===== src/hdl/gtg_pkg.sv =====
// ----------------------------------------------------------------------------
// gtg_pkg: shared types and constants of the go-to-goal controller
// Payload structs, register indexes, pipeline widths and the CORDIC angle table.
// ----------------------------------------------------------------------------
package gtg_pkg;

  // Input pose, one transfer per accepted start
  typedef struct packed {
    logic signed [15:0] pos_x;
    logic signed [15:0] pos_y;
    logic signed [15:0] heading;
  } in_t;

  // Velocity command, one transfer per strobe
  typedef struct packed {
    logic        [14:0] linear_cmd;
    logic signed [15:0] angular_cmd;
  } out_t;

  // Configuration register indexes
  localparam int CFG_IDX_W = 3;
  localparam logic [CFG_IDX_W-1:0] REG_TARGET_X    = 3'd0;
  localparam logic [CFG_IDX_W-1:0] REG_TARGET_Y    = 3'd1;
  localparam logic [CFG_IDX_W-1:0] REG_GAIN        = 3'd2;
  localparam logic [CFG_IDX_W-1:0] REG_MAX_LINEAR  = 3'd3;
  localparam logic [CFG_IDX_W-1:0] REG_MAX_ANGULAR = 3'd4;

  // Register reset values
  localparam logic signed [15:0] TARGET_X_RST    = 16'sd5120;
  localparam logic signed [15:0] TARGET_Y_RST    = 16'sd5120;
  localparam logic        [14:0] GAIN_RST        = 15'd1024;
  localparam logic        [14:0] MAX_LINEAR_RST  = 15'd1024;
  localparam logic        [14:0] MAX_ANGULAR_RST = 15'd1024;

  // Offsets are 17 bits, the squared sum 34 bits, the root 17 bits
  localparam int DIFF_W      = 17;
  localparam int RAD_W       = 34;
  localparam int ROOT_W      = 17;
  localparam int SQRT_STAGES = 17;

  // CORDIC datapath: offsets scaled by 2^14, angle in Q2.30
  localparam int CORDIC_W    = 34;
  localparam int PRESCALE_SH = 14;
  localparam int ANG_FRAC    = 30;
  localparam logic signed [CORDIC_W-1:0] HALF_PI_Q30 = 34'sd1686629713;

  localparam logic signed [CORDIC_W-1:0] ATAN_Q30 [16] = '{
    34'sd843314857, 34'sd497837829, 34'sd263043837, 34'sd133525159,
    34'sd67021687,  34'sd33543516,  34'sd16775851,  34'sd8388437,
    34'sd4194283,   34'sd2097149,   34'sd1048576,   34'sd524288,
    34'sd262144,    34'sd131072,    34'sd65536,     34'sd32768
  };

  // Vector handed to the CORDIC pipe
  typedef struct packed {
    logic                       valid;
    logic signed [CORDIC_W-1:0] x;
    logic signed [CORDIC_W-1:0] y;
    logic signed [CORDIC_W-1:0] z;
    logic signed [15:0]         head;
  } cordic_vec_t;

endpackage


===== src/hdl/gtg_sqrt_pipe.sv =====
// ----------------------------------------------------------------------------
// gtg_sqrt_pipe: pipelined integer square root
// One result bit per stage; floor root of a 34-bit radicand in 17 stages.
// ----------------------------------------------------------------------------
module gtg_sqrt_pipe (
  input  logic                          clk,
  input  logic                          rst_n,
  input  logic                          in_valid,
  input  logic [gtg_pkg::RAD_W-1:0]     in_radicand,
  output logic                          out_valid,
  output logic [gtg_pkg::ROOT_W-1:0]    out_root
);

  localparam int N   = gtg_pkg::SQRT_STAGES;
  localparam int RW  = gtg_pkg::RAD_W;
  localparam int ACW = gtg_pkg::RAD_W + 1;

  logic            valid_r [N];
  logic [RW-1:0]   rem_r   [N];
  logic [ACW-1:0]  res_r   [N];

  for (genvar i = 0; i < N; i++) begin : g_stage
    localparam logic [ACW-1:0] BIT = ACW'(1) << (2 * (N - 1 - i));

    logic           valid_in;
    logic [RW-1:0]  rem_in;
    logic [ACW-1:0] res_in;
    logic [ACW-1:0] trial;
    logic           take;
    logic [RW-1:0]  rem_nxt;
    logic [ACW-1:0] res_nxt;

    if (i == 0) begin : g_first
      assign valid_in = in_valid;
      assign rem_in   = in_radicand;
      assign res_in   = '0;
    end else begin : g_next
      assign valid_in = valid_r[i-1];
      assign rem_in   = rem_r[i-1];
      assign res_in   = res_r[i-1];
    end

    always_comb begin
      trial   = res_in + BIT;
      take    = {1'b0, rem_in} >= trial;
      rem_nxt = take ? (rem_in - trial[RW-1:0]) : rem_in;
      res_nxt = take ? ((res_in >> 1) + BIT) : (res_in >> 1);
    end

    always_ff @(posedge clk) begin
      if (!rst_n) begin
        valid_r[i] <= 1'b0;
      end else begin
        valid_r[i] <= valid_in;
      end
    end

    always_ff @(posedge clk) begin
      rem_r[i] <= rem_nxt;
      res_r[i] <= res_nxt;
    end
  end

  assign out_valid = valid_r[N-1];
  assign out_root  = res_r[N-1][gtg_pkg::ROOT_W-1:0];

endmodule


===== config.mk =====
export PLATFORM = sky130hd
export DESIGN_NAME = gtg_sqrt_pipe
export DESIGN_NICKNAME = d
export VERILOG_FILES = /design/src/hdl/gtg_pkg.sv /design/src/hdl/gtg_sqrt_pipe.sv
export SDC_FILE = /design/constraint.sdc
export NUM_CORES = 1
export LEC_CHECK = 0
export BUFFER_PORTS_ARGS = -buffer_cell sky130_fd_sc_hd__buf_2
export CAP_MARGIN = 20
export CORE_UTILIZATION = 40
export DETAILED_ROUTE_END_ITERATION = 12
export GPL_ROUTABILITY_DRIVEN = 0
export HOLD_SLACK_MARGIN = 0.12
export MAX_ROUTING_LAYER = met4
export PLACE_DENSITY_LB_ADDON = 0.2
export REMOVE_ABC_BUFFERS = 1
export SYNTH_ARGS = -nofsm -noshare
export SYNTH_HDL_FRONTEND = slang
export SYNTH_SLANG_ARGS = --single-unit

===== constraint.sdc =====
create_clock -name clk -period 2.85 [get_ports clk]
set_input_delay 0 -clock clk [delete_from_list [all_inputs] [get_ports clk]]
set_output_delay 0 -clock clk [all_outputs]
set_load 0.01 [all_outputs]

Word level (Yosys, flattened, before mapping)
Memory sizes are Yosys's and may differ from the RTL's.
Index checks and enable logic that the tools add are counted.
{ "word_totals": {"ff_bits": 0, "mem_bits_rw": 1190, "inputBits": 37, "wordCells": 139, "memories": 3} }
{ "op_classes": {"n_addsub": 49, "order_cmp": 17, "muxes": 53, "bitwise": 17} }
{ "mem_list": {"columns": ["name", "depth", "word_bits", "rd", "rd_clocked_by_memory_dff", "write_ports", "line", "rtl"], "rows": [
  ["res_r", 17, 35, 17, 0, 17, "gtg_sqrt_pipe.sv:20", "logic [ACW-1:0] res_r [N];"],
  ["rem_r", 17, 34, 16, 0, 17, "gtg_sqrt_pipe.sv:19", "logic [RW-1:0] rem_r [N];"],
  ["valid_r", 17, 1, 17, 0, 17, "gtg_sqrt_pipe.sv:18", "logic valid_r [N];"]
]} }
{ "op_table": {"columns": ["operator", "count"], "rows": [
  ["$mux W34", 17],
  ["$ge A34 B35 Y1", 16],
  ["$mux W35", 16],
  ["$sub A34 B34 Y34", 16],
  ["$add A34 B1 Y35 const B", 1],
  ["$add A34 B11 Y35 const B", 1],
  ["$add A34 B13 Y35 const B", 1],
  ["$add A34 B15 Y35 const B", 1],
  ["$add A34 B17 Y35 const B", 1],
  ["$add A34 B19 Y35 const B", 1],
  ["$add A34 B21 Y35 const B", 1],
  ["$add A34 B23 Y35 const B", 1],
  ["$add A34 B25 Y35 const B", 1],
  ["$add A34 B27 Y35 const B", 1],
  ["$add A34 B29 Y35 const B", 1],
  ["$add A34 B3 Y35 const B", 1],
  ["$add A34 B31 Y35 const B", 1],
  ["$add A34 B5 Y35 const B", 1],
  ["$add A34 B7 Y35 const B", 1],
  ["$add A34 B9 Y35 const B", 1],
  ["$add A35 B1 Y35 const B", 1],
  ["$add A35 B11 Y35 const B", 1],
  ["$add A35 B13 Y35 const B", 1],
  ["$add A35 B15 Y35 const B", 1],
  ["other kinds (17)", 51]
]} }

Longest topological paths before layout
An unclocked memory read counts as a cell.
{ "depth": {"ltp_word": 4, "mapped_depth": 13, "mapped_depth_nobuf": 10} }

Least setup slack after synthesis
Ideal clock, no wire load.
{ "synth_path": {"kind": "register -> register", "startpoint": "mem res_r[1][123] (netlist name)", "endpoint": "mem rem_r[0][420] (netlist name)", "arrival_time_ns": 2.553, "t_required_ns": 2.729, "setup_slack_ns": 0.176, "path_stages_with_launch": 11, "n_path_buf": 2, "period_less_slack_ns": 2.674, "cell_sequence": "dfxtp_1 inv_1 ha_1 a21oi_1 o21ai_0 or2_2 o21ai_0 and4_1 clkbuf_1 buf_1 mux2_2"} }
{ "synth_rtl": {"columns": ["item", "line"], "rows": [
  ["from (decl)", "gtg_sqrt_pipe.sv:20"],
  ["to (decl)", "gtg_sqrt_pipe.sv:19"]
]} }

==> flow_summary_export.csv <==
group,metric,value,unit
route,ant_nets,0,
job,maxCapViolCount,0,
pwr,p_total,33.69,mW
worst_setup_path,r2r_cells,10,
pwr,p_seq_share,42.0,%
timing,rsz0062_at_grt,"yes",
logic_synthesis,synth.distinct_cells,73,
timing,worst_slack,0.07758,ns
route,routed-via-count,18420,
logic_synthesis,synth_enable_flop_cells,0,
floorplanning,core,64700,um2
timing,worstMarginPinSlew,0.8589,ns
floorplanning,initial_core_util,40.59,%
clock_network,cts_tree,"yes",
timing,min_period_over_period,97.28,%
worst_setup_path,path_class,"flip-flop to flip-flop",
floorplanning,die_y,258.2,um
placement,dp_hpwl,43330,um
logic_synthesis,synthFlopType,"dfxtp_1",
placement,port_buffers,54,
timing,hold_viol,0,
layout,area_growth,20.82,%
clock_network,cts.clk_slew.worst_paths,0.06,ns
clock_network,cts_sinks,714,
timing,finalCriticalPeriod,2.772,ns
logic_synthesis,syn_area,26260,um2
worst_setup_path,reg2reg_setup_slack,0.08,ns
global_route,grtUsageTotal,17.66,%
route,drtIter0Drc,697,
placement,numPlacedInstances,3530,
layout,nets,3031,
route,first_pass_iters,4,
floorplanning,ios,55,
route,post_drt_via_cell_ratio,4.927,
pwr,power.leakage,14.22,nW
worst_setup_path,cp_data_required_time,3.38,ns
worst_setup_path,cp-start-kind,"flip-flop",
worst_setup_path,cp_max_fo,6,
floorplanning,rows,93,
layout,final_common_cell,"dfxtp_1",
pwr,power.density,1062,nW/um2
timing,skew,0.02980,ns
logic_synthesis,ys_ff_latch,714,
hold_path,worstHoldPathCells,3,
pwr,pwr-share-comb,27.5,%
logic_synthesis,synthArstFlopShare,0,%
layout,layout_common_cells,"dfxtp_1 (714), inv_1 (219), nand2_1 (180), ha_1 (165), o21ai_0 (134)",
logic_synthesis,yosysWarnings,0,
logic_synthesis,ys_seq_area_share,54.43,%
clock_network,cts_max_path_buffers,3,
global_route,grt_pass1_vias,18880,
pwr,max-vdd-ir-drop,0.6301,mV
timing,maxSlewHeadroom,42.22,%
hold_path,hold_class,"input port to flip-flop",
clock_network,clock_latency,0.64,ns
pwr,switching_share,31.81,%
route,avgRoutedWirePerCell,15.21,um
route,drc_errors,0,
outcome,status,"complete, no violations",
floorplanning,die_area,66680,um2
timing,finalSetupViolCount,0,
worst_setup_path,end_kind,"flip-flop",
clock_network,htree_levels,3,
floorplanning,die_width,258.2,um
clock_network,clockRootBuffer,"clkbuf_16",
route,routed_wl,56860,um
pwr,pwr-share-clk,30.5,%
timing,drv_slew,0,
worst_setup_path,worstPathArrival,3.30,ns
placement,place_ws,-0.07658,ns
pwr,p_int,22.98,mW
logic_synthesis,synthesis.instances,2581,
layout,drive_gt1_share,11.37,%
layout,antennaDiodeCount,0,
timing,max_freq,360.7,MHz
clock_network,cts_buffers,76,
pwr,p_sw,10.72,mW
global_route,globalRoute.totalOverflow,0,
global_route,grt_pass1_wl,92520,um
global_route,grt_max_degree,32,
global_route,antenna_found_initial,0,
layout,stdcell_count,3739,
logic_synthesis,syn-mean-instance-area,10.17,um2
==> kinds of logic after synthesis <==
logic type,share of synthesized area [%]
AO/OA/AOI/OAI,11.44
adder cells (fa/ha/maj),7.909
AND/OR/NAND/NOR,14.47
flip-flops,54.43
XOR/XNOR,6.970
buffers and inverters,3.797
multiplexers,0.9815
==> stage by stage <==
| stage | hold WS (ns) | setup TNS, ns | cell area [um2] | util, % |
|---|---|---|---|---|
| 3_3_place_gp | 0.1028 | -0.8973 | 28070 | 43.39 |
| 4_1_cts | 0.2406 | 0 | 31540 | 48.75 |
| 3_5_place_dp | 0.1036 | -0.2543 | 28080 | 43.40 |
| 6_report | 0.2657 | 0 | 31730 | 49.04 |
| 5_1_grt | 0.2685 | -0.2279 | 31730 | 49.04 |
| 2_1_floorplan | 0.02772 | -27.84 | 26090 | - |
==> critical path, cell delays in order (launching register included) <==
cell	delay [ns]
dfxtp_1	0.32
inv_1	0.05
ha_2	0.38
o211a_1	0.19
o2111ai_1	0.21
a32oi_2	0.27
o21ai_1	0.17
o41a_2	0.42
a2111oi_1	0.38
buf_4	0.18
xor2_1	0.14
==> synthesized netlist by cell type (all sizes together), types with 4 or more instances <==
master   instances  area, um2
nor3            88      440.4
nor2b           18      112.6
a21boi           8      60.06
buf              9      47.54
nand4b          10      87.58
nor2           130      488.0
o21a            34      255.2
mux2            14      157.7
nand2b          30      187.7
o21bai           7      52.55
clkbuf          32      120.1
o31ai           20      150.1
mux2i           10      100.1
or3             28      175.2
o21ai          146      730.7
ha             166       2077
a211o            5      43.79
o41ai            4      35.03
inv            221      829.6
nand3b           5      37.54
nand2          180      675.7
nand4           29      181.4
dfxtp          714      14290
nor4            84      531.8
o31a             8      70.07
and2            23      143.9
nor4bb           6      60.06
and3             7      43.79
or2             12      75.07
nand3           28      140.1
a21oi          125      625.6
nor3b            7      52.55
a211oi          19      142.6
nor4b           19      166.4
a2111oi          5      63.82
a31oi           10      62.56
or4             15      112.6
xor2           116       1016
a21o            40      300.3
xnor2           93      814.5
o211ai          13      97.59
==> final cells by class <==
cell class,instances,area [um2]
multi-input combinational,1605,11180
fill,5918,32970
inverter,221,829.5
clock buffer,106,2206
tap,855,1070
clock inverter,28,498.0
timing repair buffer,210,1657
sequential,714,14290
==> final timing paths <==
check	from	end
worst max register to register	res_r[1][149]	rem_r[0][472]
worst min register to register	res_r[1][50]	res_r[1][84]
worst max-delay path	res_r[1][149]	rem_r[0][472]
worst min-delay path	rst_n	valid_r[12]
==> what timing repair did <==
item	CTS	global route
buffers inserted	0	2
resized for setup	5	37
hold buffers	73	0
hold endpoints to repair	52	0
pin swaps	0	5
setup endpoints to repair	14	67
==> metal layers <==
metal	track usage [%]	vias to the layer above	wire, um
met1	17.15	8547	22180
met5	-	-	0
met2	34.04	302	30800
met3	3.140	134	1694
li1	-	9440	-
met4	7.380	0	2180
==> power by group through the flow <==
stage	sequential (mW)	clock [mW]	combinational (mW)
finish	14.1	10.3	9.27
floorplan	13.7	0	7.00
detailed placement	14.3	0	8.97
global placement	14.3	0	8.70
CTS	14.1	10.5	9.12
global route	14.4	11.0	10.4
==> state kept, by name (all words and copies together), names as in the netlist <==
signal,count
res_r,153
valid_r,17
rem_r,544
Note: power is estimated with default switching activity, not from simulation.
