==> src/hdl/gtg_pkg.sv <==
// ----------------------------------------------------------------------------
// gtg_pkg: shared types and constants of the go-to-goal controller
// Payload structs, register indexes, pipeline widths and the CORDIC angle table.
// ----------------------------------------------------------------------------
package gtg_pkg;

  // Input pose, one transfer per accepted start
  typedef struct packed {
    logic signed [15:0] pos_x;
    logic signed [15:0] pos_y;
    logic signed [15:0] heading;
  } in_t;

  // Velocity command, one transfer per strobe
  typedef struct packed {
    logic        [14:0] linear_cmd;
    logic signed [15:0] angular_cmd;
  } out_t;

  // Configuration register indexes
  localparam int CFG_IDX_W = 3;
  localparam logic [CFG_IDX_W-1:0] REG_TARGET_X    = 3'd0;
  localparam logic [CFG_IDX_W-1:0] REG_TARGET_Y    = 3'd1;
  localparam logic [CFG_IDX_W-1:0] REG_GAIN        = 3'd2;
  localparam logic [CFG_IDX_W-1:0] REG_MAX_LINEAR  = 3'd3;
  localparam logic [CFG_IDX_W-1:0] REG_MAX_ANGULAR = 3'd4;

  // Register reset values
  localparam logic signed [15:0] TARGET_X_RST    = 16'sd5120;
  localparam logic signed [15:0] TARGET_Y_RST    = 16'sd5120;
  localparam logic        [14:0] GAIN_RST        = 15'd1024;
  localparam logic        [14:0] MAX_LINEAR_RST  = 15'd1024;
  localparam logic        [14:0] MAX_ANGULAR_RST = 15'd1024;

  // Offsets are 17 bits, the squared sum 34 bits, the root 17 bits
  localparam int DIFF_W      = 17;
  localparam int RAD_W       = 34;
  localparam int ROOT_W      = 17;
  localparam int SQRT_STAGES = 17;

  // CORDIC datapath: offsets scaled by 2^14, angle in Q2.30
  localparam int CORDIC_W    = 34;
  localparam int PRESCALE_SH = 14;
  localparam int ANG_FRAC    = 30;
  localparam logic signed [CORDIC_W-1:0] HALF_PI_Q30 = 34'sd1686629713;

  localparam logic signed [CORDIC_W-1:0] ATAN_Q30 [16] = '{
    34'sd843314857, 34'sd497837829, 34'sd263043837, 34'sd133525159,
    34'sd67021687,  34'sd33543516,  34'sd16775851,  34'sd8388437,
    34'sd4194283,   34'sd2097149,   34'sd1048576,   34'sd524288,
    34'sd262144,    34'sd131072,    34'sd65536,     34'sd32768
  };

  // Vector handed to the CORDIC pipe
  typedef struct packed {
    logic                       valid;
    logic signed [CORDIC_W-1:0] x;
    logic signed [CORDIC_W-1:0] y;
    logic signed [CORDIC_W-1:0] z;
    logic signed [15:0]         head;
  } cordic_vec_t;

endpackage

==> src/hdl/gtg_cordic_pipe.sv <==
// ----------------------------------------------------------------------------
// gtg_cordic_pipe: pipelined vectoring CORDIC for the bearing
// One micro-rotation per stage, padded to the depth of the square-root pipe.
// ----------------------------------------------------------------------------
module gtg_cordic_pipe #(
  parameter int CORDIC_STEPS = 12
) (
  input  logic                                 clk,
  input  logic                                 rst_n,
  input  gtg_pkg::cordic_vec_t                 in_vec,
  output logic                                 out_valid,
  output logic signed [gtg_pkg::CORDIC_W-1:0]  out_angle,
  output logic signed [15:0]                   out_head
);

  localparam int N = gtg_pkg::SQRT_STAGES;

  gtg_pkg::cordic_vec_t vec_r [N];

  for (genvar i = 0; i < N; i++) begin : g_stage
    gtg_pkg::cordic_vec_t vec_in;
    gtg_pkg::cordic_vec_t vec_nxt;

    if (i == 0) begin : g_first
      assign vec_in = in_vec;
    end else begin : g_next
      assign vec_in = vec_r[i-1];
    end

    if (i < CORDIC_STEPS) begin : g_rotate
      always_comb begin
        vec_nxt = vec_in;
        // rotate toward the x axis, accumulate the angle
        if (vec_in.y > 0) begin
          vec_nxt.x = vec_in.x + (vec_in.y >>> i);
          vec_nxt.y = vec_in.y - (vec_in.x >>> i);
          vec_nxt.z = vec_in.z + gtg_pkg::ATAN_Q30[i];
        end else begin
          vec_nxt.x = vec_in.x - (vec_in.y >>> i);
          vec_nxt.y = vec_in.y + (vec_in.x >>> i);
          vec_nxt.z = vec_in.z - gtg_pkg::ATAN_Q30[i];
        end
      end
    end else begin : g_pad
      assign vec_nxt = vec_in;
    end

    always_ff @(posedge clk) begin
      if (!rst_n) begin
        vec_r[i].valid <= 1'b0;
      end else begin
        vec_r[i].valid <= vec_nxt.valid;
      end
      vec_r[i].x    <= vec_nxt.x;
      vec_r[i].y    <= vec_nxt.y;
      vec_r[i].z    <= vec_nxt.z;
      vec_r[i].head <= vec_nxt.head;
    end
  end

  assign out_valid = vec_r[N-1].valid;
  assign out_angle = vec_r[N-1].z;
  assign out_head  = vec_r[N-1].head;

endmodule

==> config.mk <==
export PLATFORM = sky130hd
export DESIGN_NAME = gtg_cordic_pipe
export DESIGN_NICKNAME = d
export VERILOG_FILES = /design/src/hdl/gtg_pkg.sv /design/src/hdl/gtg_cordic_pipe.sv
export SDC_FILE = /design/constraint.sdc
export NUM_CORES = 2
export LEC_CHECK = 0
export ABC_CLOCK_PERIOD_IN_PS = 7750
export BUFFER_PORTS_ARGS = -buffer_cell sky130_fd_sc_hd__buf_2
export CORE_MARGIN = 3
export CORE_UTILIZATION = 64
export DETAILED_ROUTE_END_ITERATION = 7
export GPL_TIMING_DRIVEN = 0
export PLACE_DENSITY = 0.81
export SYNTH_ARGS = -nofsm -noshare
export SYNTH_HDL_FRONTEND = slang
export SYNTH_SLANG_ARGS = --single-unit
export TNS_END_PERCENT = 1
==> constraint.sdc <==
create_clock -name clk -period 7.75 [get_ports clk]
set_clock_uncertainty 0.2 [all_clocks]
set_input_delay 1.55 -clock clk [delete_from_list [all_inputs] [get_ports clk]]
set_output_delay 1.55 -clock clk [all_outputs]
set_load 0.02 [all_outputs]
### Yosys cells after proc, flatten, opt, wreduce, memory -nomap -nowiden

Memory sizes are Yosys's and may differ from the RTL's.
Index checks and enable logic that the tools add are counted.

* register bits after elaboration: 0
* bits in writable memories: 2023
* input port bits: 121
* output and inout port bits: 51
* logic and storage cells: 132
* memories: 1

Memories
* vec_r: depth 17, bits a word 119, read ports 17, clocked after memory_dff 0, wr ports 17, RTL line gtg_cordic_pipe.sv:18 `gtg_pkg::cordic_vec_t vec_r [N];`

* add/sub/neg operators: 71
* order comparisons: 12
* multiplexer cells: 31
* bitwise logic cells: 17

Operators with widths (number)
* 2-to-1 mux 102 bit: 12
* > comparator 34 x 1 -> 1 bit, second input constant: 12
* adder 34 x 22 -> 34 bit, second input constant: 2
* adder 34 x 23 -> 34 bit: 2
* adder 34 x 24 -> 34 bit: 2
* adder 34 x 25 -> 34 bit: 2
* adder 34 x 26 -> 34 bit: 2
* adder 34 x 27 -> 34 bit: 2
* adder 34 x 28 -> 34 bit: 2
* adder 34 x 29 -> 34 bit: 2
* adder 34 x 30 -> 34 bit: 2
* adder 34 x 31 -> 34 bit: 2
* adder 34 x 32 -> 34 bit: 2
* adder 34 x 33 -> 34 bit: 2
* subtractor 34 x 22 -> 34 bit, second input constant: 2
* subtractor 34 x 23 -> 34 bit: 2
* subtractor 34 x 24 -> 34 bit: 2
* subtractor 34 x 25 -> 34 bit: 2
* subtractor 34 x 26 -> 34 bit: 2
* subtractor 34 x 27 -> 34 bit: 2
* subtractor 34 x 28 -> 34 bit: 2
* subtractor 34 x 29 -> 34 bit: 2
* subtractor 34 x 30 -> 34 bit: 2
* subtractor 34 x 31 -> 34 bit: 2
* other kinds (26): 63

### Longest topological paths before layout

An unclocked memory read counts as a cell.

* depth in word-level cells: 3
* gate-level depth with buffers: 27
* gate-level depth less buffers: 24

### Worst setup path after synthesis

Ideal clock, no wire load.

* kind: input to register
* from: in in_vec[76] (netlist name)
* to: mem vec_r[0][47] (netlist name)
* setup time: 72 ps
* arrival: 5722 ps
* data required time: 7478 ps
* path slack: 1756 ps
* stages: 19
* buffers on the path: 3
* cell sequence: nor4_1 > nand4_1 > nor2_1 > a21o_1 > clkbuf_1 > clkbuf_1 > clkbuf_1 > ha_1 > a211oi_1 > o21ai_0 > a31oi_1 > o31a_1 > nand4_1 > a31oi_1 > o21ai_0 > a21o_1 > a221oi_1 > nor2b_1 > xnor2_1

RTL lines
* start: declaration: RTL line gtg_cordic_pipe.sv:10 `input gtg_pkg::cordic_vec_t in_vec,`
* end: declaration: RTL line gtg_cordic_pipe.sv:18

==> impl_metrics.ini <==
[floorplan]
std_cell_rows = 139
chipHeight_um = 389
core_region_area_um2 = 145000
io_pins = 172
fp.dieW_um = 389
design.die.area_um2 = 151000
start_util = 0.649

[synthesis]
synth_top_cell_by_area = sky130_fd_sc_hd__dfxtp_1
postSynthCellCount = 10600
synth_top_area_frac = 0.335
post_synth_main_area_contributors = sky130_fd_sc_hd__dfxtp_1 (33%), sky130_fd_sc_hd__ha_1 (14%), sky130_fd_sc_hd__xnor2_1 (9.1%)
synth.distinct_cells = 96
synth-seq-cells = 1570
synthArstFlopShare = 0
number_of_enable_flip_flop_cells_after_synthesis = 0
synth.yosys.warnings = 0
ys.flop_type = sky130_fd_sc_hd__dfxtp_1
syn_area_per_cell_um2 = 8.90
post_synthesis_sequential_area_ratio = 0.335
synthesis.nets = 11800
synthesis.area_um2 = 93900

[timing]
final.min_clock_period_ps = 7520
totalNegativeSetupSlack_ps = 0
rsz0062_at_grt = yes
number_of_setup_violations_in_the_final_report = 0
tightestPinTransition_ps = 1360
timing.hold.ws_ps = 109
timing_hold_violations_final = 0
max-slew-margin-rel = 0.0828
setup_slack_ps = 227
maxClockFrequency_mhz = 133
final_min_period_over_clock_period = 0.971
final-max-slew-violation-count = 0

[global_routing]
antenna_found_initial = 1
grt_pass1_wl_um = 383000
combined_global_route_utilization_of_all_metal_layers = 0.302
pin_count_of_the_biggest_net_entering_global_routing = 30
vias_in_the_first_global_route = 76900
grt.overflow.total = 0

[cells_and_area]
largest_reg_flops = 1570
filler_cell_count = 11300
num_antenna_cells = 0
largest_registers = vec_r (1570)
final_layout_size_suffix_gt1_frac = 0.0541
fin_cells = 12900
area_growth_pct = 9.70
layout.nets = 12100
regMostFlops = vec_r

[clock_network]
tritoncts = yes
ctsHoldBuffers = 0
tritoncts.num_buffers = 161
cts.path.max_buffers = 3
cts-htree-levels = 4
clock_latency_ps = 820
tritoncts_num_sinks = 1570
cts_root_buffer = sky130_fd_sc_hd__clkbuf_16
clk_pin_slew_ps = 60

[route]
via_count = 78200
detail_route.wl_per_cell_um = 18.2
detail_route.drc_violations = 0
viasPerCell = 6.05
route.final.wire_length_um = 235000
firstDrtPassIters = 6
post_route_antenna_net_violation_count = 0
drt_iter0_drc = 4991

[placement]
buffer_ports.inserted = 171
place.detailed.instances = 12600
pre_cts_ws_ps = -437
gp_congestion = 0.989
dp_hpwl_um = 183000

[worst_setup_path]
worstSetupEndpointType = register
crit_required_ps = 8290
crit_fanout = 10
critical_path_class = reg2reg
crit_arrival_ps = 8070
start_kind = register

[run]
cap_violations = 0

[hold_path]
timing.hold.worst.class = reg2reg

[run_status]
outcome = finished clean
## layer usage
metal	track usage	part of all wire	up-vias
li1	-	-	38500
met1	0.353	0.41	36700
met2	0.552	0.50	2351
met3	0.0367	0.048	641
met4	0.133	0.043	2
met5	0	0.000081	-
## metrics by stage
stage               area [µm²]   util
floorplan                93900      -
global placement         97100  0.671
detailed placement       97100  0.671
CTS                     103000  0.711
global route            103000  0.712
finish                  103000  0.712
## logic make-up (layout without fill, tap and decap cells)
kind of cell	Yosys count	in the layout	synth area share
AO/OA/AOI/OAI	3152	3152	0.212
XOR/XNOR	1431	1431	0.133
adder cells (fa/ha/maj)	1121	1121	0.152
buffers and inverters	609	1074	0.0248
flip-flops	1570	1570	0.335
multiplexers	23	23	0.00251
AND/OR/NAND/NOR	2649	2649	0.141
## critical path, stage by stage (launching register included)
cell and delay (ps):
sky130_fd_sc_hd__dfxtp_1 350, sky130_fd_sc_hd__or2_2 320, sky130_fd_sc_hd__nor4_1 380, sky130_fd_sc_hd__nand2_1 320, sky130_fd_sc_hd__nor3b_2 450, sky130_fd_sc_hd__and2_1 250
sky130_fd_sc_hd__nand2_1 130, sky130_fd_sc_hd__nor2_1 320, sky130_fd_sc_hd__a21oi_1 160, sky130_fd_sc_hd__clkbuf_1 420, sky130_fd_sc_hd__clkbuf_1 420, sky130_fd_sc_hd__o21ai_0 450
sky130_fd_sc_hd__fa_1 300, sky130_fd_sc_hd__nor2b_1 90, sky130_fd_sc_hd__o31ai_1 620, sky130_fd_sc_hd__a21oi_1 250, sky130_fd_sc_hd__o22a_1 350, sky130_fd_sc_hd__o2bb2ai_1 200
sky130_fd_sc_hd__or4_1 520, sky130_fd_sc_hd__a31oi_1 220, sky130_fd_sc_hd__o21bai_1 120, sky130_fd_sc_hd__a211o_1 320, sky130_fd_sc_hd__a21oi_1 160, sky130_fd_sc_hd__xnor2_1 130
## cell type report
class	count	area [µm²]	share of cell area
multi-input combinational	8376	60200	0.584
sequential	1570	31400	0.305
clock buffer	208	4500	0.0436
tap	1903	2380	0.0231
inverter	461	1730	0.0168
clock inverter	86	1300	0.0126
timing repair buffer	171	856	0.00831
buffer	148	622	0.00604
## worst paths after layout
| path | end | start | cells after the start | slack, ps |
|---|---|---|---|---|
| min | vec_r[4][11] | vec_r[3][11] | 0 | 110 |
| max | vec_r[3][116] | vec_r[2][53] | 23 | 230 |
| max reg2reg | vec_r[3][116] | vec_r[2][53] | 23 | 230 |
| min reg2reg | vec_r[4][11] | vec_r[3][11] | 0 | 110 |
## cells in the mapped netlist (all sizes together), types with 151 or more instances
cell,number
o21a,169
o21bai,156
nor2,778
dfxtp,1570
a21o,483
ha,1088
o21ai,659
nand3,151
nor2b,174
nand2,526
a21oi,1003
nand2b,163
inv,452
xor2,458
xnor2,973
nor3,226
## cells in the final DEF (no fill, tap or decap), types with 150 or more instances in the layout
master,count
sky130_fd_sc_hd__a21o_1,483
sky130_fd_sc_hd__ha_1,1088
sky130_fd_sc_hd__nor2b_1,174
sky130_fd_sc_hd__xor2_1,458
sky130_fd_sc_hd__o21a_1,169
sky130_fd_sc_hd__nor2_1,777
sky130_fd_sc_hd__nand3_1,150
sky130_fd_sc_hd__inv_1,446
sky130_fd_sc_hd__o21bai_1,156
sky130_fd_sc_hd__a21oi_1,1002
sky130_fd_sc_hd__o21ai_0,650
sky130_fd_sc_hd__nand2_1,524
sky130_fd_sc_hd__buf_2,192
sky130_fd_sc_hd__dfxtp_1,1570
sky130_fd_sc_hd__clkbuf_16,161
sky130_fd_sc_hd__nor3_1,225
sky130_fd_sc_hd__nand2b_1,163
sky130_fd_sc_hd__xnor2_1,973
## what timing repair did
action	4_1_cts	5_1_grt
setup endpoints to repair	0	51
resized for setup	0	16
buffers inserted	0	0
Power is not shown: default switching activity piles up to over one toggle a cycle in this logic, so the estimate is an artifact.
