===== src/hdl/gtg_pkg.sv =====
// ----------------------------------------------------------------------------
// gtg_pkg: shared types and constants of the go-to-goal controller
// Payload structs, register indexes, pipeline widths and the CORDIC angle table.
// ----------------------------------------------------------------------------
package gtg_pkg;

  // Input pose, one transfer per accepted start
  typedef struct packed {
    logic signed [15:0] pos_x;
    logic signed [15:0] pos_y;
    logic signed [15:0] heading;
  } in_t;

  // Velocity command, one transfer per strobe
  typedef struct packed {
    logic        [14:0] linear_cmd;
    logic signed [15:0] angular_cmd;
  } out_t;

  // Configuration register indexes
  localparam int CFG_IDX_W = 3;
  localparam logic [CFG_IDX_W-1:0] REG_TARGET_X    = 3'd0;
  localparam logic [CFG_IDX_W-1:0] REG_TARGET_Y    = 3'd1;
  localparam logic [CFG_IDX_W-1:0] REG_GAIN        = 3'd2;
  localparam logic [CFG_IDX_W-1:0] REG_MAX_LINEAR  = 3'd3;
  localparam logic [CFG_IDX_W-1:0] REG_MAX_ANGULAR = 3'd4;

  // Register reset values
  localparam logic signed [15:0] TARGET_X_RST    = 16'sd5120;
  localparam logic signed [15:0] TARGET_Y_RST    = 16'sd5120;
  localparam logic        [14:0] GAIN_RST        = 15'd1024;
  localparam logic        [14:0] MAX_LINEAR_RST  = 15'd1024;
  localparam logic        [14:0] MAX_ANGULAR_RST = 15'd1024;

  // Offsets are 17 bits, the squared sum 34 bits, the root 17 bits
  localparam int DIFF_W      = 17;
  localparam int RAD_W       = 34;
  localparam int ROOT_W      = 17;
  localparam int SQRT_STAGES = 17;

  // CORDIC datapath: offsets scaled by 2^14, angle in Q2.30
  localparam int CORDIC_W    = 34;
  localparam int PRESCALE_SH = 14;
  localparam int ANG_FRAC    = 30;
  localparam logic signed [CORDIC_W-1:0] HALF_PI_Q30 = 34'sd1686629713;

  localparam logic signed [CORDIC_W-1:0] ATAN_Q30 [16] = '{
    34'sd843314857, 34'sd497837829, 34'sd263043837, 34'sd133525159,
    34'sd67021687,  34'sd33543516,  34'sd16775851,  34'sd8388437,
    34'sd4194283,   34'sd2097149,   34'sd1048576,   34'sd524288,
    34'sd262144,    34'sd131072,    34'sd65536,     34'sd32768
  };

  // Vector handed to the CORDIC pipe
  typedef struct packed {
    logic                       valid;
    logic signed [CORDIC_W-1:0] x;
    logic signed [CORDIC_W-1:0] y;
    logic signed [CORDIC_W-1:0] z;
    logic signed [15:0]         head;
  } cordic_vec_t;

endpackage


===== src/hdl/gtg_cmd_stage.sv =====
// ----------------------------------------------------------------------------
// gtg_cmd_stage: command selection and saturation
// Rounds the bearing, forms the heading error and the scaled distance, then
// picks stop, turn or drive and clamps into the output register.
// ----------------------------------------------------------------------------
module gtg_cmd_stage #(
  parameter int FRAC_BITS = 10
) (
  input  logic                                 clk,
  input  logic                                 rst_n,
  input  logic                                 in_valid,
  input  logic [gtg_pkg::ROOT_W-1:0]           in_dist,
  input  logic signed [gtg_pkg::CORDIC_W-1:0]  in_angle,
  input  logic signed [15:0]                   in_head,
  input  logic [14:0]                          gain,
  input  logic [14:0]                          max_linear,
  input  logic [14:0]                          max_angular,
  output logic                                 out_valid,
  output gtg_pkg::out_t                        out_payload
);

  localparam int CW      = gtg_pkg::CORDIC_W;
  localparam int SH      = gtg_pkg::ANG_FRAC - FRAC_BITS;
  localparam int DIST_TH = ((1 << FRAC_BITS) + 5) / 10;
  localparam int ANG_TH  = ((1 << (FRAC_BITS + 1)) + 5) / 10;
  localparam int ERR_W   = 20;
  localparam int PROD_W  = 32;
  localparam logic signed [CW-1:0] RND = CW'(1) << (SH - 1);

  // stage A
  logic                    valid_a_r;
  logic                    far_r, far_nxt;
  logic signed [ERR_W-1:0] err_r, err_nxt;
  logic [PROD_W-1:0]       prod_r, prod_nxt;
  logic signed [CW-1:0]    bear;
  logic signed [CW-1:0]    err_full;

  always_comb begin
    far_nxt  = in_dist > gtg_pkg::ROOT_W'(DIST_TH);
    bear     = (in_angle + RND) >>> SH;
    err_full = bear - CW'(in_head);
    err_nxt  = err_full[ERR_W-1:0];
    prod_nxt = PROD_W'(gain) * PROD_W'(in_dist);
  end

  always_ff @(posedge clk) begin
    if (!rst_n) begin
      valid_a_r <= 1'b0;
    end else begin
      valid_a_r <= in_valid;
    end
  end

  always_ff @(posedge clk) begin
    far_r  <= far_nxt;
    err_r  <= err_nxt;
    prod_r <= prod_nxt;
  end

  // stage B
  logic                    out_valid_r;
  gtg_pkg::out_t           out_payload_r, out_payload_nxt;
  logic [ERR_W-1:0]        mag;
  logic                    turn;
  logic [PROD_W-1:0]       lin_full;
  logic signed [ERR_W-1:0] lim;
  logic signed [ERR_W-1:0] ang;

  always_comb begin
    mag      = err_r[ERR_W-1] ? ERR_W'(-err_r) : ERR_W'(err_r);
    turn     = mag > ERR_W'(ANG_TH);
    lin_full = prod_r >> FRAC_BITS;
    lim      = $signed(ERR_W'(max_angular));
    if (err_r > lim) begin
      ang = lim;
    end else if (err_r < -lim) begin
      ang = -lim;
    end else begin
      ang = err_r;
    end

    out_payload_nxt.linear_cmd  = '0;
    out_payload_nxt.angular_cmd = '0;
    if (far_r) begin
      if (turn) begin
        out_payload_nxt.angular_cmd = ang[15:0];
      end else if (lin_full > PROD_W'(max_linear)) begin
        out_payload_nxt.linear_cmd = max_linear;
      end else begin
        out_payload_nxt.linear_cmd = lin_full[14:0];
      end
    end
  end

  always_ff @(posedge clk) begin
    if (!rst_n) begin
      out_valid_r <= 1'b0;
    end else begin
      out_valid_r <= valid_a_r;
    end
  end

  always_ff @(posedge clk) begin
    out_payload_r <= out_payload_nxt;
  end

  assign out_valid   = out_valid_r;
  assign out_payload = out_payload_r;

endmodule


===== config.mk =====
export PLATFORM = sky130hd
export DESIGN_NAME = gtg_cmd_stage
export DESIGN_NICKNAME = d
export VERILOG_FILES = /design/src/hdl/gtg_pkg.sv /design/src/hdl/gtg_cmd_stage.sv
export SDC_FILE = /design/constraint.sdc
export NUM_CORES = 1
export LEC_CHECK = 0
export BUFFER_PORTS_ARGS = -buffer_cell sky130_fd_sc_hd__buf_4
export CORE_MARGIN = 2
export CORE_UTILIZATION = 48
export DETAILED_ROUTE_END_ITERATION = 10
export HOLD_SLACK_MARGIN = 0.12
export PLACE_DENSITY_LB_ADDON = 0.25
export SLEW_MARGIN = 20
export SYNTH_ARGS = -nofsm -noshare
export SYNTH_HDL_FRONTEND = slang
export SYNTH_SLANG_ARGS = --single-unit

===== constraint.sdc =====
create_clock -name clk -period 15.1 [get_ports clk]
set_input_delay 3.02 -clock clk [delete_from_list [all_inputs] [get_ports clk]]
set_output_delay 3.02 -clock clk [all_outputs]
set_load 0.01 [all_outputs]

== Yosys cells after proc, flatten, opt, wreduce, memory -nomap -nowiden ==
Cells that the tools add are included.
Storage, ports and cells
  logic and storage cells: 27
  output and inout port bits: 32
  bits of input ports: 115
  register bits after elaboration: 83
Cells by class
  add/subtract/negate cells: 4
  mux-type cells: 4
  bitwise logic cells: 2
  order comparisons: 5
  reduce and logical (&&, ||, !) cells: 3
  $mul: 1
Operators with widths (number)
  $add A34 B21 Y34 const B: 1
  $mul A15 B17 Y32: 1
  $mux W15: 2
  $gt A22 B15 Y1: 1
  $gt A20 B8 Y1 const B: 1
  $lt A17 B20 Y1: 1
  $mux W20: 1
  $neg A15 Y20: 1
  $neg A17 Y20: 1
  $gt A17 B16 Y1: 1
  $gt A17 B7 Y1 const B: 1
  $sub A14 B16 Y17: 1
  $mux W16: 1
  $reduce_or A3 Y1: 1
  $not A1 Y1: 2
  $reduce_and A2 Y1: 1
  $reduce_or A2 Y1: 1

== Longest topological paths before layout ==
Gate-level depths: netlist of the first run.
  depth after elaboration: 5
  depth in mapped cells: 23
  depth with buffers taken out: 22

== Least setup slack after synthesis of the first run ==
No wires, ideal clock.
  kind: in2reg
  start: in gain[8]
  end: reg prod_r[31]
  data required time: 14.979 ns
  cell stages on the path: 21
  arrival: 8.587 ns
  library setup time: 0.121 ns
  buffers on the path: 2
  slack: 6.392 ns
  cell sequence: clkbuf_1 > clkbuf_1 > nand2_1 > fa_1 > fa_1 > inv_1 > fa_1 > fa_1 > fa_1 > inv_1 > fa_1 > inv_1 > ha_1 > a21o_1 > a221o_1 > a21oi_1 > o21ai_0 > o2111ai_1 > nand3b_1 > a31oi_1 > xnor2_1
Between the ends
  longest elaborated chain between the ends: 1
Ends and longest elaborated chain
  from (decl): RTL line gtg_cmd_stage.sv:15  | input logic [14:0] gain,
  $mul A15 B17 Y32: RTL line gtg_cmd_stage.sv:43  | prod_nxt = PROD_W'(gain) * PROD_W'(in_dist);
  net prod_nxt[31]: RTL line gtg_cmd_stage.sv:34  | logic [PROD_W-1:0] prod_r, prod_nxt;
  to (signal assigned): RTL line gtg_cmd_stage.sv:57  | prod_r <= prod_nxt;
  to (decl): RTL line gtg_cmd_stage.sv:34
The timed path passes the listed nets, and every way through them passes these cells.
A chain may end at the register's enable or synchronous reset.

== Final worst setup path of the first run ==
  start: in in_dist[11] in the netlist's numbering
  end: reg prod_r[31]
Between the ends
  longest elaborated chain between the ends: 1
Ends and longest elaborated chain
  from (decl): RTL line gtg_cmd_stage.sv:12  | input logic [gtg_pkg::ROOT_W-1:0] in_dist,
  $mul A15 B17 Y32: RTL line gtg_cmd_stage.sv:43
  net prod_nxt[31]: RTL line gtg_cmd_stage.sv:34
The timed path passes the listed nets, and every way through them passes these cells.

==> impl_summary.log, run 1 <==
INFO  metric vias_per_cell = 5.45
INFO  metric maxSlewViolCount = 0
INFO  metric detail_route.drc_violations = 0
INFO  metric path_common_cell = sky130_fd_sc_hd__fa_1
INFO  metric leading_post_synthesis_cells_by_cell_area = sky130_fd_sc_hd__fa_1, sky130_fd_sc_hd__ha_1, sky130_fd_sc_hd__dfxtp_1
INFO  metric clock_sink_count = 73
INFO  metric power.static_leakage = 7.40 nW
INFO  metric postSynth.asyncResetShare = 0%
INFO  metric yosys_warns = 0
INFO  metric maxSlewHeadroom = 44.8%
INFO  metric drt_pre_antenna_iters = 6
INFO  metric arrival_time_worst_endpoint = 8850 ps
INFO  metric power.density_cell_area = 184 mW/mm^2
INFO  metric final_core_utilization = 54.5%
INFO  metric critical_path_buf_inv_count = 5
INFO  metric clkLatencyLatePin = 340 ps
INFO  metric synth.top_cell.area_share = 29.3%
INFO  metric route.vias.total = 10700
INFO  metric cts-resized-gates = 0
INFO  metric worstSetupEndpointType = flip-flop
INFO  metric grt_pass1_wl = 52500 um
INFO  metric edff_count_synth = 0
INFO  metric worstPathMaxFanout = 16
INFO  metric drive_above_1_share = 10.6%
INFO  metric synth_area = 0.0132 sq mm
INFO  metric min_period = 8620 ps
INFO  metric fp.dieArea = 0.0288 sq mm
INFO  metric outcome = finished, final reports clean
INFO  metric critical_path_max_stage_delay = 580 ps
INFO  metric fmax = 0.116 GHz
INFO  metric path_cells = buf_4 > and2_1 > fa_1 > inv_1 > fa_1 > inv_1 > fa_1 > fa_1 > fa_1 > inv_1 > fa_1 > inv_1 > ha_1 > and3_1 > a221o_1 > a21oi_1 > o21ai_0 > o2111ai_1 > nand3b_1 > a31oi_1 > xnor2_1
INFO  metric timing.setup.critical_path_class = primary input to flip-flop
INFO  metric cts_made_buffers = 9
INFO  metric tritoncts = done
INFO  metric start_util = 49.0%
INFO  metric nNetsFinal = 2084
INFO  metric die-width = 170 um
INFO  metric areaGrowthSynthToFinish = 11.4%
INFO  metric wl_per_cell = 16.0 um
INFO  metric most_frequent_standard_cell_in_the_layout_excluding_fill_and_tap_cells = sky130_fd_sc_hd__inv_1
INFO  metric hpwlAfterDp = 25300 um
INFO  metric final-instance-count-excl-fill = 1962
INFO  metric finalClockSkew = 8.39 ps
INFO  metric hp-class = flip-flop to flip-flop
INFO  metric worst_pin_slew = 827 ps
INFO  metric synth_cell_types = 67
INFO  metric portion_of_the_post_synthesis_area_used_by_sequential_elements = 11.1%
INFO  metric regToRegSetupSlack = 11690 ps
INFO  metric synth-main-ff-cell = sky130_fd_sc_hd__dfxtp_1
INFO  metric cts.clk_slew.worst_paths = 60 ps
INFO  metric period_share = 57.1%
INFO  metric unrepaired_setup_endpoints_after_global_routing = no
INFO  metric largest_net_degree_at_the_start_of_global_routing = 24
INFO  metric ios = 147
INFO  metric final_hold_viol_count = 0
INFO  metric ctsHtreeMaxLevel = 3
INFO  metric detail_route.iter0.violations = 635
INFO  metric critical_path.slowest_cell = sky130_fd_sc_hd__fa_1
INFO  metric number_of_antenna_violations_at_the_first_check_in_global_routing = 1
INFO  metric gp_routability_congestion = 0.878
INFO  metric final.setup.tns = 0 ps
INFO  metric clockBufferDepth = 2
INFO  metric drv_cap = 0
INFO  metric ir_drop = 0.199 mV
INFO  metric design.core.area = 0.0270 sq mm
INFO  metric setup_violators_final = 0
INFO  metric grt_use_total = 22.7%
INFO  metric clock_root_cell = sky130_fd_sc_hd__clkbuf_16
INFO  metric antenna_violating_nets_post_route = 0
INFO  metric cp_data_required_time = 15330 ps
INFO  metric post-synth-top-area-cell = sky130_fd_sc_hd__fa_1
INFO  metric synth.ff_latch_count = 73
INFO  metric dp_cells = 1945
INFO  metric port_buffer_cells = 127
INFO  metric postSynthAreaPerCell = 8.61 sq um
INFO  metric netlist_instances = 1532
INFO  metric first_global_vias = 10600
INFO  metric cts_hold_buffers = 0
INFO  metric cts_post_setup_buffers_inserted = 0
INFO  metric core.rowCount = 60
INFO  metric layout.cells.most_common_list = sky130_fd_sc_hd__inv_1, sky130_fd_sc_hd__fa_1, sky130_fd_sc_hd__ha_1
INFO  metric grt_overflow = 0
INFO  metric syn-num-nets = 2001
INFO  metric cp-start-kind = primary input
INFO  metric timing.critical_path.max_delay_family = adder cells
INFO  metric die_height = 170 um
INFO  metric wire_length_after_detailed_routing = 31500 um
==> power breakdown <==
| part | switching (mW) | internal [mW] | total (mW) |
|---|---|---|---|
| Combinational | 1.17 | 0.978 | 2.15 |
| Sequential | 0.0499 | 0.286 | 0.336 |
| Clock | 0.0849 | 0.129 | 0.214 |
==> through the flow <==
stage	cell area, sq um	power [mW]	hold WS (ps)	worst slack, ps
2_1_floorplan	13200	2.00	412	6390
3_3_place_gp	14400	2.47	430	6160
3_5_place_dp	14400	2.51	432	6130
4_1_cts	14700	2.74	449	6480
5_1_grt	14700	3.06	467	6150
6_report	14700	2.70	441	6480
==> final timing paths <==
| path | startpoint | to | cells after the start |
|---|---|---|---|
| max | in_dist[11] | prod_r[31]$_DFF_P_ | 21 |
| min | valid_a_r$_SDFF_PN0_ | out_valid$_SDFF_PN0_ | 1 |
| max reg2reg | err_r[1]$_DFF_P_ | out_payload[15]$_SDFF_PP0_ | 10 |
| min reg2reg | valid_a_r$_SDFF_PN0_ | out_valid$_SDFF_PN0_ | 1 |
==> routing by layer <==
| layer | track usage [%] | routed length (um) | vias up |
|---|---|---|---|
| met4 | 5.35 | 551 | 0 |
| met2 | 38.4 | 15400 | 260 |
| met1 | 31.1 | 14100 | 5249 |
| met5 | 0 | 0 | - |
| met3 | 3.03 | 1450 | 36 |
| li1 | - | - | 5143 |
==> cells in the mapped netlist, types with 3 or more instances <==
cell type and instances:
sky130_fd_sc_hd__inv_1 263, sky130_fd_sc_hd__fa_1 193, sky130_fd_sc_hd__ha_1 161, sky130_fd_sc_hd__and2_1 149, sky130_fd_sc_hd__nand2_1 143, sky130_fd_sc_hd__dfxtp_1 73, sky130_fd_sc_hd__a21oi_1 61, sky130_fd_sc_hd__o21ai_0 60
sky130_fd_sc_hd__clkbuf_1 52, sky130_fd_sc_hd__xnor2_1 48, sky130_fd_sc_hd__nand3_1 39, sky130_fd_sc_hd__nor3_1 36, sky130_fd_sc_hd__nor2_1 33, sky130_fd_sc_hd__a21o_1 23, sky130_fd_sc_hd__o21a_1 16, sky130_fd_sc_hd__a211oi_1 12
sky130_fd_sc_hd__nand4_1 12, sky130_fd_sc_hd__xor2_1 12, sky130_fd_sc_hd__and3_1 11, sky130_fd_sc_hd__nor2b_1 11, sky130_fd_sc_hd__or3_1 10, sky130_fd_sc_hd__nand2b_1 9, sky130_fd_sc_hd__nor4_1 9, sky130_fd_sc_hd__a21boi_0 8
sky130_fd_sc_hd__a31oi_1 8, sky130_fd_sc_hd__a211o_1 5, sky130_fd_sc_hd__and4_1 5, sky130_fd_sc_hd__or2_2 5, sky130_fd_sc_hd__and4_2 4, sky130_fd_sc_hd__o211ai_1 4, sky130_fd_sc_hd__a221o_1 3, sky130_fd_sc_hd__a221oi_1 3
sky130_fd_sc_hd__o2111ai_1 3, sky130_fd_sc_hd__o22ai_1 3, sky130_fd_sc_hd__o31ai_1 3
==> area by class of cell <==
class | count | area [sq um]
clock buffer | 9 | 225
antenna | 1 | 2.50
fill | 2552 | 12300
timing repair buffer | 130 | 976
sequential | 73 | 1460
tap | 341 | 427
multi-input combinational | 1138 | 10500
inverter | 263 | 987
clock inverter | 7 | 78.8
==> cells by family (layout without fill, tap and decap cells) <==
family | count (synthesis) | count (layout) | synth area share [%]
simple gates | 491 | 491 | 19.8
fa+ha+maj | 354 | 354 | 44.6
buf+inv | 321 | 409 | 9.26
compound gates | 232 | 232 | 11.2
flops | 73 | 73 | 11.1
xor+xnor | 60 | 60 | 3.98
mux | 1 | 1 | 0.0853
other cells | 0 | 1 | 0
==> registers in the layout, indices dropped and copies added, names as in the netlist <==
register,flops
far_r,1
valid_a_r,1
out_valid,1
out_payload,31
prod_r,22
err_r,17
(Power assumes the default switching activity.)
==> run 2: changes to the inputs <==
clock period = 8.96 ns   (was 15.1 ns; I/O delays follow)
==> impl_summary.log, run 2 (synthesis gave the netlist of run 1 again) <==
INFO  metric nNetsFinal = 2084
INFO  metric regToRegSetupSlack = 5500 ps
INFO  metric maxSlewViolCount = 0
INFO  metric maxSlewHeadroom = 44.0%
INFO  metric detailed_place.area = 0.0144 sq mm
INFO  metric design.core.area = 0.0270 sq mm
INFO  metric cp_data_required_time = 9240 ps
INFO  metric clock_sink_count = 73
INFO  metric ios = 147
INFO  metric ctsHtreeMaxLevel = 3
INFO  metric start_util = 49.0%
INFO  metric min_period = 7410 ps
INFO  metric most_frequent_standard_cell_in_the_layout_excluding_fill_and_tap_cells = sky130_fd_sc_hd__inv_1
INFO  metric grt_util_met1 = 30.9%
INFO  metric finalClockSkew = 12.2 ps
INFO  metric switching_share = 49.0%
INFO  metric number_of_antenna_violations_at_the_first_check_in_global_routing = 0
INFO  metric path_cells = buf_4 > and2_1 > fa_1 > inv_1 > fa_1 > inv_1 > fa_1 > fa_1 > fa_1 > inv_1 > fa_1 > inv_1 > ha_1 > a21o_1 > a221o_1 > a21oi_1 > o21ai_0 > o2111ai_1 > nand3b_1 > a31oi_1 > xnor2_1
INFO  metric detail_route.drc_violations = 0
INFO  metric vias_per_cell = 5.47
INFO  metric grt_overflow = 0
INFO  metric pwr-share-comb = 79.8%
INFO  metric path_common_cell = sky130_fd_sc_hd__fa_1
INFO  metric gr-max-usage-layer = met2
INFO  metric critical_path_max_stage_delay = 570 ps
INFO  metric outcome = finished, final reports clean
INFO  metric finalInstanceArea = 0.0147 sq mm
INFO  metric die-width = 170 um
INFO  metric tritoncts = done
INFO  metric cts-resized-gates = 0
INFO  metric fp.dieArea = 0.0288 sq mm
INFO  metric cts_hold_buffers = 0
INFO  metric layout.cells.most_common_list = sky130_fd_sc_hd__inv_1, sky130_fd_sc_hd__fa_1, sky130_fd_sc_hd__ha_1
INFO  metric critical_path.slowest_cell = sky130_fd_sc_hd__fa_1
INFO  metric first_global_vias = 10800
INFO  metric port_buffer_cells = 127
INFO  metric clockBufferDepth = 2
INFO  metric hpwlAfterDp = 25400 um
INFO  metric route.vias.total = 10700
INFO  metric setup_violators_final = 0
INFO  metric core.rowCount = 60
INFO  metric wire_length_after_detailed_routing = 31800 um
INFO  metric final_core_utilization = 54.5%
INFO  metric final_hold_viol_count = 0
INFO  metric antenna_cells = 0
INFO  metric areaGrowthSynthToFinish = 11.3%
INFO  metric pwr-share-seq = 12.4%
INFO  metric cts.clk_slew.worst_paths = 70 ps
INFO  metric arrival_time_worst_endpoint = 7690 ps
INFO  metric period_share = 82.7%
INFO  metric drt_pre_antenna_iters = 6
INFO  metric ir_drop = 0.359 mV
INFO  metric final.setup.tns = 0 ps
INFO  metric power.internal = 2.32 mW
INFO  metric clkLatencyLatePin = 350 ps
INFO  metric cp-start-kind = primary input
INFO  metric timing.setup.critical_path_class = primary input to flip-flop
INFO  metric clock_root_cell = sky130_fd_sc_hd__clkbuf_16
INFO  metric hp-class = flip-flop to flip-flop
INFO  metric cts_post_setup_buffers_inserted = 0
INFO  metric worstSetupEndpointType = flip-flop
INFO  metric clockPowerShare = 7.8%
INFO  metric grt_pass1_wl = 53000 um
INFO  metric largest_register_ffs = 31
INFO  metric critical_path_buf_inv_count = 5
INFO  metric power.switching = 2.23 mW
INFO  metric drive_above_1_share = 10.6%
INFO  metric die_height = 170 um
INFO  metric power.density_cell_area = 310 mW/mm^2
INFO  metric grt_use_total = 22.8%
INFO  metric globalRouteMet3Util = 3.13%
INFO  metric drv_cap = 0
INFO  metric timing.critical_path.max_delay_family = adder cells
INFO  metric cts_made_buffers = 9
INFO  metric gp_routability_congestion = 0.878
INFO  metric power.static_leakage = 7.41 nW
INFO  metric detail_route.iter0.violations = 725
INFO  metric worst_pin_slew = 839 ps
INFO  metric fmax = 0.135 GHz
INFO  metric largest_net_degree_at_the_start_of_global_routing = 24
INFO  metric worstPathMaxFanout = 16
INFO  metric wl_per_cell = 16.2 um
INFO  metric gr-usage-met2 = 39.0%
INFO  metric antenna_violating_nets_post_route = 0
INFO  metric unrepaired_setup_endpoints_after_global_routing = no
==> run 2: worst paths after layout <==
path                            cells past startpoint                 start                    endpoint
worst max-delay path                               21           in_dist[10]          prod_r[31]$_DFF_P_
worst min register to register                      1  valid_a_r$_SDFF_PN0_        out_valid$_SDFF_PN0_
worst max register to register                     10      err_r[1]$_DFF_P_  out_payload[13]$_SDFF_PN0_
worst min-delay path                                1  valid_a_r$_SDFF_PN0_        out_valid$_SDFF_PN0_
==> run 2: routing by layer <==
layer	wire, um	part of all wire, %	vias up
li1	-	-	5133
met4	571	1.8	0
met1	14300	45	5315
met3	1420	4.5	39
met5	0	0	-
met2	15500	49	236
==> run 2: cell type report <==
type | count | area (sq um)
Sequential cell | 73 | 1460
Fill cell | 2525 | 12300
Multi-Input combinational cell | 1138 | 10500
Timing Repair Buffer | 130 | 976
Inverter | 263 | 987
Tap cell | 341 | 427
Clock inverter | 7 | 66.3
Clock buffer | 9 | 225
==> run 2: through the flow <==
stage | instances | hold slack [ps] | worst slack [ps] | power, mW
6_report | 1961 | 448 | 1550 | 4.56
5_1_grt | 1961 | 470 | 1250 | 5.13
4_1_cts | 1961 | 452 | 1580 | 4.61
3_5_place_dp | 1945 | 434 | 1220 | 4.22
3_3_place_gp | 1945 | 431 | 1250 | 4.17
2_1_floorplan | 1532 | 412 | 1480 | 3.36
==> run 2: power by group through the flow <==
stage	combinational [mW]	clock [mW]	sequential, mW
2_1_floorplan	2.82	0	0.546
5_1_grt	4.18	0.378	0.580
3_3_place_gp	3.60	0	0.569
3_5_place_dp	3.65	0	0.571
4_1_cts	3.68	0.362	0.565
6_report	3.64	0.354	0.567
==> run 3: changes to the inputs <==
clock period = 6.24 ns   (was 8.96 ns; I/O delays follow)
==> impl_summary.log, run 3 (synthesis gave the netlist of run 1 again) <==
INFO  metric layout.cells.most_common_list = sky130_fd_sc_hd__inv_1, sky130_fd_sc_hd__buf_4, sky130_fd_sc_hd__fa_1
INFO  metric tritoncts = done
INFO  metric power.static_leakage = 8.10 nW
INFO  metric outcome = finished, violations left
INFO  metric worstSetupEndpointType = flip-flop
INFO  metric clockPowerShare = 5.5%
INFO  metric final_hold_viol_count = 0
INFO  metric cts.clk_slew.worst_paths = 70 ps
INFO  metric clkLatencyLatePin = 340 ps
INFO  metric fmax = 0.160 GHz
INFO  metric drv_cap = 0
INFO  metric start_util = 49.0%
INFO  metric clock_sink_count = 73
INFO  metric maxSlewViolCount = 0
INFO  metric cp-start-kind = primary input
INFO  metric wl_per_cell = 16.1 um
INFO  metric areaGrowthSynthToFinish = 23.0%
INFO  metric grt_util_met1 = 32.4%
INFO  metric drt_pre_antenna_iters = 6
INFO  metric timing.setup.critical_path_class = primary input to flip-flop
INFO  metric post-place-ws = -511 ps
INFO  metric total_power = 9.32 mW
INFO  metric ios = 147
INFO  metric fp.dieArea = 0.0288 sq mm
INFO  metric largest_net_degree_at_the_start_of_global_routing = 24
INFO  metric power.density_cell_area = 574 mW/mm^2
INFO  metric gr-max-usage-layer = met2
INFO  metric pwr-share-seq = 8.9%
INFO  metric worst_pin_slew = 858 ps
INFO  metric ctsHtreeMaxLevel = 3
INFO  metric power.internal = 4.99 mW
INFO  metric cp_data_required_time = 6510 ps
INFO  metric min_period = 6270 ps
INFO  metric globalRouteMet3Util = 3.61%
INFO  metric most_frequent_standard_cell_in_the_layout_excluding_fill_and_tap_cells = sky130_fd_sc_hd__inv_1
INFO  metric die-width = 170 um
INFO  metric gp_routability_congestion = 0.889
INFO  metric violations = setup timing
INFO  metric grt_overflow = 0
INFO  metric worstPathMaxFanout = 5
INFO  metric design.core.area = 0.0270 sq mm
INFO  metric finalClockSkew = 9.06 ps
INFO  metric pwr-share-comb = 85.6%
INFO  metric nNetsFinal = 2202
INFO  metric tightest_hold_margin = 443 ps
INFO  metric n_fill_cell = 2332
INFO  metric first_global_vias = 11400
INFO  metric port_buffer_cells = 127
INFO  metric route.vias.total = 11200
INFO  metric arrival_time_worst_endpoint = 6530 ps
INFO  metric die_height = 170 um
INFO  metric gr-usage-met2 = 40.3%
INFO  metric switching_share = 46.4%
INFO  metric grt_pass1_wl = 55300 um
INFO  metric hp-class = flip-flop to flip-flop
INFO  metric grt_use_total = 23.7%
INFO  metric unrepaired_setup_endpoints_after_global_routing = yes
INFO  metric wire_length_after_detailed_routing = 33400 um
INFO  metric largest_register_ffs = 31
INFO  metric antenna_violating_nets_post_route = 0
INFO  metric hpwlAfterDp = 27200 um
INFO  metric period_share = 100%
INFO  metric clockBufferDepth = 2
INFO  metric vias_per_cell = 5.37
INFO  metric antenna_cells = 0
INFO  metric detail_route.iter0.violations = 619
INFO  metric cts_hold_buffers = 0
INFO  metric power.switching = 4.33 mW
INFO  metric final_critical_path_setup_slack = -27.2 ps
INFO  metric ir_drop = 0.741 mV
INFO  metric detail_route.drc_violations = 0
INFO  metric drive_above_1_share = 21.9%
INFO  metric final_core_utilization = 60.2%
INFO  metric maxSlewHeadroom = 42.7%
INFO  metric number_of_antenna_violations_at_the_first_check_in_global_routing = 1
INFO  metric cts_made_buffers = 9
INFO  metric setup_violators_final = 3
INFO  metric clock_root_cell = sky130_fd_sc_hd__clkbuf_16
INFO  metric final.setup.tns = -69.4 ps
INFO  metric core.rowCount = 60
==> run 3: cell count changes in the layout (fill, tap and decap cells not counted), sizes merged <==
cell    before  now
clkinv       0    2
clkbuf       9   10
inv        270  268
buf        130  247
==> run 3: worst paths after layout <==
kind	start	endpoint	slack (ps)	depth (start not counted)
worst max-delay path	in_dist[11]	prod_r[25]$_DFF_P_	-30	22
worst min-delay path	valid_a_r$_SDFF_PN0_	out_valid$_SDFF_PN0_	440	1
worst max register to register	err_r[1]$_DFF_P_	out_payload[15]$_SDFF_PP0_	2580	10
worst min register to register	valid_a_r$_SDFF_PN0_	out_valid$_SDFF_PN0_	440	1
==> run 3: per-layer routing <==
metal,part of all wire (%),vias to the layer above,routed length (um)
met4,1.5,0,518
li1,-,5370,-
met2,50,272,16600
met1,44,5493,14600
met5,0,-,0
met3,5.1,39,1710
==> run 3: final cells by class <==
| class | count | area, sq um | share of cell area (%) |
|---|---|---|---|
| multi-input combinational | 1138 | 11000 | 68.0 |
| timing repair buffer | 248 | 2020 | 12.4 |
| sequential | 73 | 1460 | 9.00 |
| inverter | 263 | 987 | 6.08 |
| tap | 341 | 427 | 2.63 |
| clock buffer | 9 | 225 | 1.39 |
| clock inverter | 7 | 71.3 | 0.439 |
==> run 3: critical path, cell delays in order <==
cell                       delay, ps
sky130_fd_sc_hd__buf_12          110
sky130_fd_sc_hd__buf_6           110
sky130_fd_sc_hd__and2_4          130
sky130_fd_sc_hd__fa_1            550
sky130_fd_sc_hd__inv_1            50
sky130_fd_sc_hd__fa_1            510
sky130_fd_sc_hd__inv_2            40
sky130_fd_sc_hd__fa_1            510
sky130_fd_sc_hd__fa_2            450
sky130_fd_sc_hd__fa_1            490
sky130_fd_sc_hd__inv_1            50
sky130_fd_sc_hd__fa_1            490
sky130_fd_sc_hd__inv_2            40
sky130_fd_sc_hd__ha_4            220
sky130_fd_sc_hd__a21o_1          150
sky130_fd_sc_hd__a221o_1         360
sky130_fd_sc_hd__a21oi_4         190
sky130_fd_sc_hd__o211ai_1        170
sky130_fd_sc_hd__nor3_4          280
sky130_fd_sc_hd__o31ai_4         120
sky130_fd_sc_hd__a21oi_2         150
sky130_fd_sc_hd__xnor2_1         130
==> run 3: repair_timing <==
item,CTS,global route
gates cloned,0,1
buffers inserted,0,15
endpoints found under the setup margin,12,16
gates resized for setup,16,84
pin swaps,21,51
==> run 3: power by group through the flow <==
stage                     combinational (mW)  clock (mW)  sequential [mW]
after floorplan                         4.48           0            0.783
after global placement                  6.60           0            0.835
after detailed placement                6.70           0            0.832
after CTS                               6.92       0.526            0.826
after global routing                    8.88       0.548            0.846
final                                   7.97       0.514            0.833
==> run 3: stage by stage <==
step,area [sq um],std cells
floorplan,13500,1532
global placement,15300,2047
detailed placement,15300,2047
CTS,15700,2063
global route,16200,2079
finish,16200,2079
